## src/design/fnlr_pkg.sv

```systemverilog
package fnlr_pkg;

  localparam int CODE_W        = 10;
  localparam int TYPE_W        = 5;
  localparam int VALUE_W       = 2;
  localparam int TABLE_ENTRIES = 19;
  localparam int TBL_IDX_W     = 5;

  localparam logic [TYPE_W-1:0]  EV_KEY     = 5'd1;
  localparam logic [VALUE_W-1:0] KEY_RELEASE = 2'd0;
  localparam logic [VALUE_W-1:0] KEY_REPEAT  = 2'd2;
  localparam logic [CODE_W-1:0]  FN_CODE_RESET = 10'd58;

  typedef logic [CODE_W-1:0] code_t;

  typedef struct packed {
    logic [TYPE_W-1:0]  ev_type;
    code_t              key_code;
    logic [VALUE_W-1:0] key_value;
  } item_t;

  // Request from the sequencer to the output stage
  typedef struct packed {
    logic               req;
    code_t              code;
    logic [VALUE_W-1:0] value;
    logic               last;
  } emit_t;

  // Answer of the shared compare unit for the entry under test
  typedef struct packed {
    logic  hit;
    code_t base;
    code_t remap;
  } cmp_rsp_t;

  function automatic code_t base_code(input logic [TBL_IDX_W-1:0] idx);
    code_t c;
    case (idx)
      5'd0:  c = 10'd14;
      5'd1:  c = 10'd28;
      5'd2:  c = 10'd59;
      5'd3:  c = 10'd60;
      5'd4:  c = 10'd61;
      5'd5:  c = 10'd62;
      5'd6:  c = 10'd63;
      5'd7:  c = 10'd64;
      5'd8:  c = 10'd65;
      5'd9:  c = 10'd66;
      5'd10: c = 10'd67;
      5'd11: c = 10'd68;
      5'd12: c = 10'd87;
      5'd13: c = 10'd88;
      5'd14: c = 10'd103;
      5'd15: c = 10'd108;
      5'd16: c = 10'd105;
      5'd17: c = 10'd106;
      5'd18: c = 10'd1;
      default: c = 10'd0;
    endcase
    return c;
  endfunction

  function automatic code_t remap_code(input logic [TBL_IDX_W-1:0] idx);
    code_t c;
    case (idx)
      5'd0:  c = 10'd111;
      5'd1:  c = 10'd110;
      5'd2:  c = 10'd224;
      5'd3:  c = 10'd225;
      5'd4:  c = 10'd120;
      5'd5:  c = 10'd204;
      5'd6:  c = 10'd229;
      5'd7:  c = 10'd230;
      5'd8:  c = 10'd165;
      5'd9:  c = 10'd164;
      5'd10: c = 10'd163;
      5'd11: c = 10'd113;
      5'd12: c = 10'd114;
      5'd13: c = 10'd115;
      5'd14: c = 10'd104;
      5'd15: c = 10'd109;
      5'd16: c = 10'd102;
      5'd17: c = 10'd107;
      5'd18: c = 10'd58;
      default: c = 10'd0;
    endcase
    return c;
  endfunction

endpackage

```

## src/design/fnlr_in_if.sv

```systemverilog
interface fnlr_in_if import fnlr_pkg::*; ();
  logic               valid;
  logic               ready;
  logic [TYPE_W-1:0]  ev_type;
  logic [CODE_W-1:0]  key_code;
  logic [VALUE_W-1:0] key_value;

  modport source (output valid, output ev_type, output key_code, output key_value,
                  input ready);
  modport sink   (input valid, input ev_type, input key_code, input key_value,
                  output ready);
endinterface

```

## src/design/fnlr_out_if.sv

```systemverilog
interface fnlr_out_if import fnlr_pkg::*; ();
  logic               valid;
  logic               ready;
  logic [CODE_W-1:0]  out_code;
  logic [VALUE_W-1:0] out_value;
  logic               last;

  modport source (output valid, output out_code, output out_value, output last,
                  input ready);
  modport sink   (input valid, input out_code, input out_value, input last,
                  output ready);
endinterface

```

## src/design/fnlr_cmp.sv

```systemverilog
module fnlr_cmp import fnlr_pkg::*; #(
  parameter int IDX_W = 5
) (
  input  logic [IDX_W-1:0] idx,
  input  code_t            code,
  output cmp_rsp_t         rsp
);

  logic [TBL_IDX_W-1:0] tidx;

  // Look up one table entry and test it against the latched code
  always_comb begin
    tidx      = TBL_IDX_W'(idx);
    rsp.base  = base_code(tidx);
    rsp.remap = remap_code(tidx);
    rsp.hit   = (rsp.base == code);
  end

endmodule

```

## src/design/fnlr_seq.sv

```systemverilog
module fnlr_seq import fnlr_pkg::*; #(
  parameter int ACTIVE     = 19,
  parameter int IDX_W      = 5,
  parameter int CODE_SPACE = 768
) (
  input  logic             clk,
  input  logic             rst,
  input  logic             cfg_wr_en,
  input  code_t            cfg_wr_data,
  input  logic             in_acc,
  input  item_t            item,
  output logic             in_ready,
  output logic [IDX_W-1:0] idx,
  output code_t            cur_code,
  input  cmp_rsp_t         rsp,
  input  logic             out_free,
  output emit_t            emit
);

  typedef enum logic [4:0] {
    S_IDLE   = 5'b00001,
    S_DECODE = 5'b00010,
    S_SEARCH = 5'b00100,
    S_FNSCAN = 5'b01000,
    S_EMIT   = 5'b10000
  } state_t;

  state_t             state, state_next;
  logic [IDX_W-1:0]   idx_next;
  code_t              cur_code_next;
  logic [TYPE_W-1:0]  cur_type;
  logic [VALUE_W-1:0] cur_value;
  code_t              fn_key;
  logic               fn_held, fn_held_next;
  logic [ACTIVE-1:0]  held, held_next;
  logic [ACTIVE-1:0]  supp, supp_next;
  logic [ACTIVE-1:0]  held_clr;

  assign in_ready = (state == S_IDLE);

  always_comb begin
    state_next    = state;
    idx_next      = idx;
    cur_code_next = cur_code;
    fn_held_next  = fn_held;
    held_next     = held;
    supp_next     = supp;
    held_clr      = held;
    held_clr[idx] = 1'b0;
    emit          = '0;
    case (state)
      S_IDLE: begin
        if (in_acc) begin
          cur_code_next = item.key_code;
          state_next    = S_DECODE;
        end
      end
      S_DECODE: begin
        idx_next = '0;
        if (cur_type != EV_KEY) begin
          state_next = S_IDLE;
        end else if (cur_code == fn_key) begin
          if (cur_value == KEY_REPEAT) begin
            state_next = S_IDLE;
          end else begin
            fn_held_next = (cur_value != KEY_RELEASE);
            state_next   = S_FNSCAN;
          end
        end else if ({1'b0, cur_code} >= (CODE_W+1)'(CODE_SPACE)) begin
          state_next = S_EMIT;
        end else begin
          state_next = S_SEARCH;
        end
      end
      S_SEARCH: begin
        if (rsp.hit) begin
          if (cur_value == KEY_RELEASE) begin
            held_next[idx] = 1'b0;
            supp_next[idx] = 1'b0;
            cur_code_next  = fn_held ? rsp.remap : cur_code;
            state_next     = S_EMIT;
          end else if (supp[idx]) begin
            // drop press or repeat of a suppressed key
            state_next = S_IDLE;
          end else begin
            held_next[idx] = 1'b1;
            cur_code_next  = fn_held ? rsp.remap : cur_code;
            state_next     = S_EMIT;
          end
        end else if (idx == IDX_W'(ACTIVE - 1)) begin
          state_next = S_EMIT;
        end else begin
          idx_next = IDX_W'(idx + 1'b1);
        end
      end
      S_FNSCAN: begin
        if (held == '0) begin
          state_next = S_IDLE;
        end else if (held[idx]) begin
          emit.req   = 1'b1;
          emit.code  = fn_held ? rsp.base : rsp.remap;
          emit.value = KEY_RELEASE;
          emit.last  = (held_clr == '0);
          if (out_free) begin
            held_next[idx] = 1'b0;
            supp_next[idx] = 1'b1;
            idx_next       = IDX_W'(idx + 1'b1);
          end
        end else begin
          idx_next = IDX_W'(idx + 1'b1);
        end
      end
      S_EMIT: begin
        emit.req   = 1'b1;
        emit.code  = cur_code;
        emit.value = cur_value;
        emit.last  = 1'b1;
        if (out_free) begin
          state_next = S_IDLE;
        end
      end
      default: begin
        state_next = S_IDLE;
      end
    endcase
  end

  always_ff @(posedge clk) begin
    if (rst) begin
      state   <= S_IDLE;
      fn_held <= 1'b0;
      held    <= '0;
      supp    <= '0;
      fn_key  <= FN_CODE_RESET;
    end else begin
      state   <= state_next;
      fn_held <= fn_held_next;
      held    <= held_next;
      supp    <= supp_next;
      if (cfg_wr_en) begin
        fn_key <= cfg_wr_data;
      end
    end
  end

  always_ff @(posedge clk) begin
    idx      <= idx_next;
    cur_code <= cur_code_next;
    if (in_acc) begin
      cur_type  <= item.ev_type;
      cur_value <= item.key_value;
    end
  end

endmodule

```

## src/design/fnlr_out_reg.sv

```systemverilog
module fnlr_out_reg import fnlr_pkg::*; (
  input  logic        clk,
  input  logic        rst,
  input  emit_t       emit,
  output logic        out_free,
  fnlr_out_if.source  key_out
);

  logic valid;

  assign out_free      = !valid || key_out.ready;
  assign key_out.valid = valid;

  always_ff @(posedge clk) begin
    if (rst) begin
      valid <= 1'b0;
    end else if (out_free) begin
      valid <= emit.req;
    end
  end

  // Payload holds while the sink stalls
  always_ff @(posedge clk) begin
    if (out_free && emit.req) begin
      key_out.out_code  <= emit.code;
      key_out.out_value <= emit.value;
      key_out.last      <= emit.last;
    end
  end

endmodule

```

## src/design/fn_layer_key_remapper_top.sv

```systemverilog
// Channel   Dir  Payload                            Handshake
// key_in    in   ev_type, key_code, key_value       valid/ready, one event per request
// key_out   out  out_code, out_value, last          valid/ready, one key event per request
// cfg       in   cfg_wr_data (Fn key code)          cfg_wr_en, no back-pressure
//
// key_in.ready is high only while the sequencer is idle. A non-key event or Fn repeat is
// dropped after decode. Another key is decoded, its table entries are compared one per cycle
// in the shared unit, and the result is emitted (a suppressed press or repeat is dropped).
// A Fn event is decoded, then the held entries are scanned. Back-pressure on key_out stalls the scan or
// the final emit; the output register frees the sequencer while the last result waits.
// rst is synchronous: Fn flag, marks and the Fn key code (58) reset at once.
module fn_layer_key_remapper_top import fnlr_pkg::*; #(
  parameter int NUM_MAPPED = 19,
  parameter int CODE_SPACE = 768
) (
  input  logic       clk,
  input  logic       rst,
  input  logic       cfg_wr_en,
  input  code_t      cfg_wr_data,
  fnlr_in_if.sink    key_in,
  fnlr_out_if.source key_out
);

  // Only table entries that exist can be mapped
  localparam int ACTIVE = (NUM_MAPPED < TABLE_ENTRIES) ? NUM_MAPPED : TABLE_ENTRIES;
  localparam int IDX_W  = (ACTIVE > 1) ? $clog2(ACTIVE) : 1;

  logic             in_acc;
  item_t            item;
  logic [IDX_W-1:0] idx;
  code_t            cur_code;
  cmp_rsp_t         rsp;
  logic             out_free;
  emit_t            emit;

  assign in_acc          = key_in.valid && key_in.ready;
  assign item.ev_type    = key_in.ev_type;
  assign item.key_code   = key_in.key_code;
  assign item.key_value  = key_in.key_value;

  // Sequencer: decode, table walk, held-mark scan, Fn flag and marks
  fnlr_seq #(
    .ACTIVE     (ACTIVE),
    .IDX_W      (IDX_W),
    .CODE_SPACE (CODE_SPACE)
  ) u_seq (
    .clk         (clk),
    .rst         (rst),
    .cfg_wr_en   (cfg_wr_en),
    .cfg_wr_data (cfg_wr_data),
    .in_acc      (in_acc),
    .item        (item),
    .in_ready    (key_in.ready),
    .idx         (idx),
    .cur_code    (cur_code),
    .rsp         (rsp),
    .out_free    (out_free),
    .emit        (emit)
  );

  // Shared table lookup and compare, one entry per cycle unless key_out stalls the Fn scan
  fnlr_cmp #(
    .IDX_W (IDX_W)
  ) u_cmp (
    .idx  (idx),
    .code (cur_code),
    .rsp  (rsp)
  );

  // Output register parts the sequencer from the sink
  fnlr_out_reg u_out (
    .clk      (clk),
    .rst      (rst),
    .emit     (emit),
    .out_free (out_free),
    .key_out  (key_out)
  );

endmodule

```

## src/flat_wrapper.sv

```systemverilog
// flat-port wrapper written by rule: the top's interface ports become plain ports
module fn_layer_key_remapper_top_flat import fnlr_pkg::*;
#(
  parameter int NUM_MAPPED = 19,
  parameter int CODE_SPACE = 768
)
  (clk, rst, cfg_wr_en, cfg_wr_data, key_in_valid, key_in_ev_type, key_in_key_code, key_in_key_value, key_in_ready, key_out_valid, key_out_out_code, key_out_out_value, key_out_last, key_out_ready);
  fnlr_in_if key_in_i ();
  fnlr_out_if key_out_i ();
  input  logic clk;
  input  logic rst;
  input  logic cfg_wr_en;
  input  code_t cfg_wr_data;
  input wire logic [$bits(key_in_i.valid)-1:0] key_in_valid;
  input wire logic [$bits(key_in_i.ev_type)-1:0] key_in_ev_type;
  input wire logic [$bits(key_in_i.key_code)-1:0] key_in_key_code;
  input wire logic [$bits(key_in_i.key_value)-1:0] key_in_key_value;
  output wire logic [$bits(key_in_i.ready)-1:0] key_in_ready;
  output wire logic [$bits(key_out_i.valid)-1:0] key_out_valid;
  output wire logic [$bits(key_out_i.out_code)-1:0] key_out_out_code;
  output wire logic [$bits(key_out_i.out_value)-1:0] key_out_out_value;
  output wire logic [$bits(key_out_i.last)-1:0] key_out_last;
  input wire logic [$bits(key_out_i.ready)-1:0] key_out_ready;
  assign key_in_i.valid = key_in_valid;
  assign key_in_i.ev_type = key_in_ev_type;
  assign key_in_i.key_code = key_in_key_code;
  assign key_in_i.key_value = key_in_key_value;
  assign key_in_ready = key_in_i.ready;
  assign key_out_valid = key_out_i.valid;
  assign key_out_out_code = key_out_i.out_code;
  assign key_out_out_value = key_out_i.out_value;
  assign key_out_last = key_out_i.last;
  assign key_out_i.ready = key_out_ready;
  fn_layer_key_remapper_top #(.NUM_MAPPED(NUM_MAPPED), .CODE_SPACE(CODE_SPACE)) u_core (.clk(clk), .rst(rst), .cfg_wr_en(cfg_wr_en), .cfg_wr_data(cfg_wr_data), .key_in(key_in_i), .key_out(key_out_i));
endmodule
```

## config.mk

```make
export PLATFORM = sky130hd
export DESIGN_NAME = fn_layer_key_remapper_top_flat
export DESIGN_NICKNAME = d
export VERILOG_FILES = /design/src/design/fnlr_pkg.sv /design/src/design/fnlr_in_if.sv /design/src/design/fnlr_out_if.sv /design/src/design/fnlr_cmp.sv /design/src/design/fnlr_seq.sv /design/src/design/fnlr_out_reg.sv /design/src/design/fn_layer_key_remapper_top.sv /design/src/flat_wrapper.sv
export SDC_FILE = /design/constraint.sdc
export NUM_CORES = 1
export LEC_CHECK = 0
export ABC_AREA = 1
export BUFFER_PORTS_ARGS = -buffer_cell sky130_fd_sc_hd__buf_2
export CAP_MARGIN = 20
export CORE_ASPECT_RATIO = 0.5
export CORE_MARGIN = 3
export CORE_UTILIZATION = 40
export DETAILED_ROUTE_END_ITERATION = 10
export GPL_TIMING_DRIVEN = 0
export SYNTH_ARGS = -nofsm -noshare
export SYNTH_HDL_FRONTEND = slang
export SYNTH_SLANG_ARGS = --single-unit
```

## constraint.sdc

```tcl
create_clock -name clk -period 3.46 [get_ports clk]
set_input_delay 0.519 -clock clk [delete_from_list [all_inputs] [get_ports clk]]
set_output_delay 0.519 -clock clk [all_outputs]
set_load 0.01 [all_outputs]
```

==> results of run 1 <==
layout by cell type, fill, tap and decap left out, types with 12 or more instances in the layout:
master,count
o21ai_0,67
clkbuf_1,17
nand3_1,47
nor2_1,77
inv_2,12
o211ai_1,19
nand2_1,217
edfxtp_1,35
o21ai_1,16
dfxtp_1,70
buf_2,47
inv_1,95
a21oi_1,53
final cells by class:
| cell class | count | area [sq um] |
|---|---|---|
| Clock buffer | 10 | 229 |
| Buffer | 32 | 195 |
| Timing Repair Buffer | 44 | 220 |
| Tap cell | 192 | 240 |
| Fill cell | 1465 | 7340 |
| Clock inverter | 6 | 70.1 |
| Multi-Input combinational cell | 583 | 2910 |
| Sequential cell | 105 | 2450 |
| Inverter | 111 | 422 |
critical path, delay by kind of cell, from the launching register on:
| family | cells | cell delay [ns] |
|---|---|---|
| flip-flops | 1 | 0.43 |
| buffers and inverters | 5 | 0.54 |
| AND/OR/NAND/NOR | 8 | 0.88 |
| AO/OA/AOI/OAI | 1 | 0.78 |
power by group:
part / switching (W) / total (W) / leakage, nW / internal, W
combinational: 0.000360 / 0.000541 / 1.85 / 0.000181
clock: 0.000518 / 0.00103 / 0.146 / 0.000515
sequential: 0.0000694 / 0.00146 / 0.903 / 0.00139
cells by family (layout without fill, tap and decap cells):
family	Yosys count	in the layout	synth area share [%]
simple gates	388	388	28.4
compound gates	175	175	16.7
buf+inv	143	203	10.3
flops	105	105	41.0
fa+ha+maj	10	10	2.09
xor+xnor	10	10	1.47
through the flow:
step,std cells,setup TNS [ns]
after floorplan,831,0
after global placement,1067,-0.164
after detailed placement,1067,0
after CTS,1083,0
after global routing,1083,0
final,1083,0
worst max path at each step:
stage                                        to  slack (ns)  cells past startpoint                start
2_1_floorplan         u_core.u_out.key_out.last        0.88                     11  u_core.u_seq.idx[0]
3_3_place_gp   u_core.u_out.key_out.out_code[5]       -0.01                     14  u_core.u_seq.idx[0]
5_1_grt        u_core.u_out.key_out.out_code[6]        0.20                     14  u_core.u_seq.idx[0]
6_report       u_core.u_out.key_out.out_code[6]        0.44                     14  u_core.u_seq.idx[0]
3_5_place_dp   u_core.u_out.key_out.out_code[9]        0.45                     14  u_core.u_seq.idx[0]
4_1_cts        u_core.u_out.key_out.out_code[6]        0.43                     14  u_core.u_seq.idx[0]
routing by layer:
layer  GRT usage (%)  vias up
li1                -     2837
met1            29.8     2628
met2            31.3      171
met3            4.42       16
met4            3.89        0
met5               0        -
==> summary.md, run 1 <==
| Metric | Value |
|---|---|
| Run status | `complete, no violations` |
| R2r startpoint | `u_core.u_seq.idx[0]` |
| Syn Nets | `873` |
| Dpl cell area | `0.00644 sq mm` |
| Grt ovf | `0` |
| Pwr dens | `450 mW/mm^2` |
| Crit path max-delay cell type | `a21oi_2` |
| Yosys top cell by area | `dfxtp_1` |
| ANT cells | `0` |
| Die Y | `92.4 um` |
| Worst hold slack | `0.336 ns` |
| Max cap viols | `0` |
| Cts hold-fix bufs | `0` |
| CTS Buffer Depth | `2` |
| Critical Path Start Type | `flop` |
| Final period utilization | `87.2%` |
| WS Path Type | `flop to flop` |
| Wirelength per Cell | `15.4 um` |
| Port bufs | `44` |
| Post-layout nets | `928` |
| Share of layout cells above drive strength 1 | `13.7%` |
| Antenna-violating nets left | `0` |
| Finished layout cell area | `0.00674 sq mm` |
| Via count | `5652` |
| Boundary pin count | `47` |
| Cts repair resizes | `0` |
| DRT Wirelength | `16.7 mm` |
| EDFF count, synth | `35` |
| Top sig layer | `met4` |
| Worst R2R Setup Slack | `0.44 ns` |
| Max-slew violation count | `0` |
| Antenna violations before repair | `0` |
| Post-synthesis sequential area ratio | `41.0%` |
| Cell Chain, Critical Path | `buf_6 -> inv_4 -> nand2_1 -> nor2_1 -> nor2_1 -> nand2_1 -> nand2_1 -> nand2_1 -> inv_2 -> nand2_2 -> inv_2 -> nor2_1 -> inv_1 -> a21oi_2` |
| Peak Freq | `331 MHz` |
| GRT Util Overall | `20.5%` |
| Dpl hpwl | `12.6 mm` |
| Die area | `0.0165 sq mm` |
| Worst Reg-to-Reg Cells | `14` |
| WP data required | `3.44 ns` |
| Clk Latency, worst-skew pair | `0.35 ns` |
| Worst setup EP type | `flop` |
| Seq cells post-synth | `105` |
| Fin. Hold Viols | `0` |
| Peak VDD IR | `0.219 mV` |
| Cell mode on critical path | `nand2_1` |
| Crit path max fanout | `14` |
| Worst Clk Skew | `0.0110 ns` |
| GPL Wtd Cong | `0.903` |
| Hold EP | `u_core.u_seq.cur_value[0]` |
| Met2 wire len | `7.17 mm` |
| First-pass GRT wire length | `26.6 mm` |
| Post-CTS Setup Inserts | `0` |
| Largest net degree at the start of global routing | `21` |
| Initial Utilization | `42.4%` |
| CP peak stage delay | `0.78 ns` |
| R2R Path End | `u_core.u_out.key_out.out_code[6]` |
| RSZ-0062 raised after global routing | `false` |
| Synth async-reset ratio | `0%` |
| Tmin final | `3.02 ns` |
| Tightest Pin Transition | `0.923 ns` |
| Synth Instances | `831` |
| CTS tree | `done` |
| Layout Area Growth over Synthesis | `12.8%` |
| DRT Pass-1 Iters | `5` |
| Post-synth cell types | `45` |
| CTS buffer count | `9` |
| CTS root buffer | `clkbuf_16` |
| Worst-path clk slew | `0.08 ns` |
| Synth top area cells | `dfxtp_1, edfxtp_1, nand2_1` |
| Vias in the first global route | `5179` |
| Setup ws final | `0.443 ns` |
| Met1 WL | `8.32 mm` |
| Synth top cells by count | `nand2_1, inv_1, nor2_1, dfxtp_1, o21ai_0` |
| Yosys warnings | `0` |
| P_leak | `2.90 nW` |
| DRC | `0` |
| Post-synth top area share | `23.5%` |
| Core area | `0.0141 sq mm` |
| Width of the die | `179 um` |
| Final core utilization | `47.9%` |
| Relative slew slack | `38.4%` |
| Mean area per synthesized cell | `7.19 sq um` |
| Htree depth | `3` |
| Hold depth | `1` |
| Hold Startpoint | `key_in_key_value[0]` |
| Pwr Total | `0.00303 W` |
| Vias per cell | `5.22` |
| Syn Std Cell Area | `0.00597 sq mm` |
| Num Clock Sinks | `105` |
| Rows | `30` |
| Most common cell in the netlist | `nand2_1` |
| Initial DRC count | `574` |
| Met3 wire length | `1.10 mm` |
| Crit path arrival time | `2.99 ns` |
| Pre-CTS WS | `0.450 ns` |
| HP Class | `input pin to flop` |
| Top_reg_cell synth | `dfxtp_1` |
| # setup viols final | `0` |
(Power assumes the default switching activity.)
==> inputs of run 2 (changes only) <==
- ABC_AREA: 1 -> not set
==> run 2 against run 1 <==
Net effect: clock-buffer cell count did not move; sequential power fell by 8%; via count fell by 16%; critical path depth fell by 2; flip-flop and latch count did not move; worst setup slack got worse by 0.28 ns; area after synthesis fell by 3.5%; total power fell by 12%; worst hold slack improved by 0.016 ns; largest cell class unchanged; largest power group unchanged; highest routed layer unchanged.
==> summary.md, run 2 <==
| Metric | Value |
|---|---|
| Run status | `complete, no violations` |
| Synth async-reset ratio | `0%` |
| Largest net degree at the start of global routing | `18` |
| Non-filler cells, final | `845` |
| Worst-path clk slew | `0.07 ns` |
| Dpl cell area | `0.00624 sq mm` |
| RSZ-0062 raised after global routing | `false` |
| Hold depth | `1` |
| Initial Utilization | `41.8%` |
| Finished layout cell area | `0.00666 sq mm` |
| Critical Path Start Type | `flop` |
| Vias in the first global route | `4380` |
| CTS buffer count | `9` |
| Max cap viols | `0` |
| Most common cell in the netlist | `dfxtp_1` |
| Clk Latency, worst-skew pair | `0.35 ns` |
| GRT Util Overall | `18.7%` |
| Worst R2R Setup Slack | `0.16 ns` |
| Most common cell after layout, fill and taps aside | `dfxtp_1` |
| Via count | `4737` |
| Max-slew violation count | `0` |
| CTS root buffer | `clkbuf_16` |
| Top_reg_cell synth | `dfxtp_1` |
| # setup viols final | `0` |
| FILL cells | `1348` |
| Syn Nets | `628` |
| Peak Freq | `303 MHz` |
| Crit path max-delay cell type | `mux4_2` |
| Die area | `0.0160 sq mm` |
| CTS tree | `done` |
| Grt ovf | `0` |
| Cell Chain, Critical Path | `buf_6 -> mux4_2 -> mux2_2 -> nand4_1 -> o211a_4 -> nand3_1 -> a21boi_4 -> buf_4 -> ha_1 -> or3_1 -> a31oi_1 -> o31ai_1` |
| Met3 wire length | `922 um` |
| HP Class | `input pin to flop` |
| Synth Area in Adders | `2.17%` |
| GPL Wtd Cong | `0.926` |
| Htree depth | `3` |
| Dpl hpwl | `11.2 mm` |
| ANT cells | `0` |
| Synth top area cells | `dfxtp_1, edfxtp_1, mux2i_1` |
| P_leak | `2.50 nW` |
| Seq cells post-synth | `105` |
| Final period utilization | `95.4%` |
| Fin. Hold Viols | `0` |
| Synth Instances | `586` |
| Post-synth cell types | `75` |
| Relative slew slack | `42.8%` |
| WP data required | `3.67 ns` |
| EDFF count, synth | `35` |
| Die Y | `90.9 um` |
| Post-Synth Simple-Gate Area | `19.4%` |
| DRC | `0` |
| Antenna violations before repair | `0` |
| Yosys top cell by area | `dfxtp_1` |
| Peak VDD IR | `0.233 mV` |
| Hold EP | `u_core.u_seq.cur_type[4]` |
| Crit path arrival time | `3.52 ns` |
| Post-layout nets | `690` |
| CP peak stage delay | `0.52 ns` |
| Worst Clk Skew | `0.0118 ns` |
| WS Path Type | `flop to flop` |
| Core area | `0.0138 sq mm` |
| Share of layout cells above drive strength 1 | `18.2%` |
| Layout Area Growth over Synthesis | `15.5%` |
| Synth Area in Compound Gates | `16.0%` |
| R2r startpoint | `u_core.u_seq.idx[1]` |
| DRT Wirelength | `15.1 mm` |
| Post-synth top area share | `24.3%` |
| Crit path max fanout | `8` |
| Met1 WL | `7.27 mm` |
| Worst setup EP type | `flop` |
| Mean area per synthesized cell | `9.84 sq um` |
| Dpl cells | `824` |
| Met2 wire len | `6.79 mm` |
| Hold Startpoint | `key_in_ev_type[4]` |
| R2R Path End | `u_core.u_cmp.rsp[0]` |
| Mux cell area share after synthesis | `12.5%` |
| Antenna-violating nets left | `0` |
| DRT Pass-1 Iters | `5` |
| Tightest Pin Transition | `0.858 ns` |
| Post-synthesis sequential area ratio | `42.5%` |
| Wirelength per Cell | `17.9 um` |
| Top sig layer | `met4` |
| Largest family of logic cells by synthesized area | `simple AND/OR/NAND/NOR gates` |
| Initial DRC count | `370` |
| Port bufs | `46` |
| Pwr dens | `402 mW/mm^2` |
| Yosys warnings | `0` |
| Worst Reg-to-Reg Cells | `12` |
| Boundary pin count | `47` |
| Synth top cells by count | `dfxtp_1, nand2_1, mux2i_1, edfxtp_1, nand3_1` |
| Cts hold-fix bufs | `0` |
| Num Clock Sinks | `105` |
| Vias per cell | `5.61` |
| Xor and xnor area share after synthesis | `3.04%` |
| First-pass GRT wire length | `24.0 mm` |
| Width of the die | `176 um` |
| Tmin final | `3.30 ns` |
| Rows | `30` |
| CTS Buffer Depth | `2` |
| Syn Std Cell Area | `0.00577 sq mm` |
| Most frequent cells in the layout | `dfxtp_1, buf_2, nand2_1` |
run 2: cells by family (layout without fill, tap and decap cells):
kind of cell | Yosys count | in the layout
and+or+nand+nor | 209 | 209
buffers and inverters | 56 | 123
muxes | 60 | 60
DFF | 105 | 105
xor gates and xnor gates | 20 | 20
AOI/OAI and AO/OA | 126 | 126
adders and majority gates | 10 | 10
run 2: per-stage QoR:
step	hold WS [ns]	power, W	worst slack, ns	utilization [%]	TNS [ns]
global placement	0.497	0.00155	-0.535	45.2	-3.23
floorplan	0.470	0.00149	0.305	-	0
CTS	0.339	0.00269	0.0248	47.8	0
finish	0.352	0.00268	0.159	48.2	0
global route	0.342	0.00277	0.00402	48.2	0
detailed placement	0.511	0.00155	-0.500	45.2	-1.67
run 2: how the worst max path moves through the flow:
stage	to	slack (ns)	from
floorplan	u_core.u_cmp.rsp[1]	0.31	u_core.u_seq.idx[1]
global placement	u_core.u_cmp.rsp[1]	-0.54	u_core.u_seq.idx[0]
detailed placement	u_core.u_cmp.rsp[1]	-0.50	u_core.u_seq.idx[0]
CTS	u_core.u_cmp.rsp[1]	0.02	u_core.u_seq.idx[1]
global route	u_core.u_cmp.rsp[0]	0.004	u_core.u_seq.idx[1]
finish	u_core.u_cmp.rsp[0]	0.16	u_core.u_seq.idx[1]
run 2: per-layer routing:
metal  up-vias  global-route usage, %
li1       2316                      -
met1      2256                   27.3
met2       156                   28.6
met3         9                   3.99
met4         0                   3.75
met5         -                      0
run 2: power by group:
| part | internal [W] | switching [W] |
|---|---|---|
| Combinational | 0.0000817 | 0.000107 |
| Sequential | 0.00131 | 0.0000313 |
| Clock | 0.000705 | 0.000443 |
run 2: area by class of cell:
class,instances,area (sq um),area share (%)
multi-input combinational,425,3110,46.7
sequential,105,2450,36.8
timing repair buffer,51,268,4.02
tap,192,240,3.60
clock buffer,10,229,3.44
buffer,39,190,2.85
clock inverter,6,108,1.61
inverter,17,66.3,0.995
run 2: timing repair:
item,CTS,global route
endpoints found under the hold margin,0,0
resized for setup,6,4
setup endpoints to repair,10,2
gates cloned,0,0
pin swaps,0,1
setup buffers,0,5
run 2: worst max-delay path: cells and delay by family, from the launching register on:
family,cells,cell delay [ns]
simple gates,3,0.61
fa+ha+maj,1,0.31
mux,2,0.84
flops,1,0.43
buf+inv,2,0.33
compound gates,4,0.65
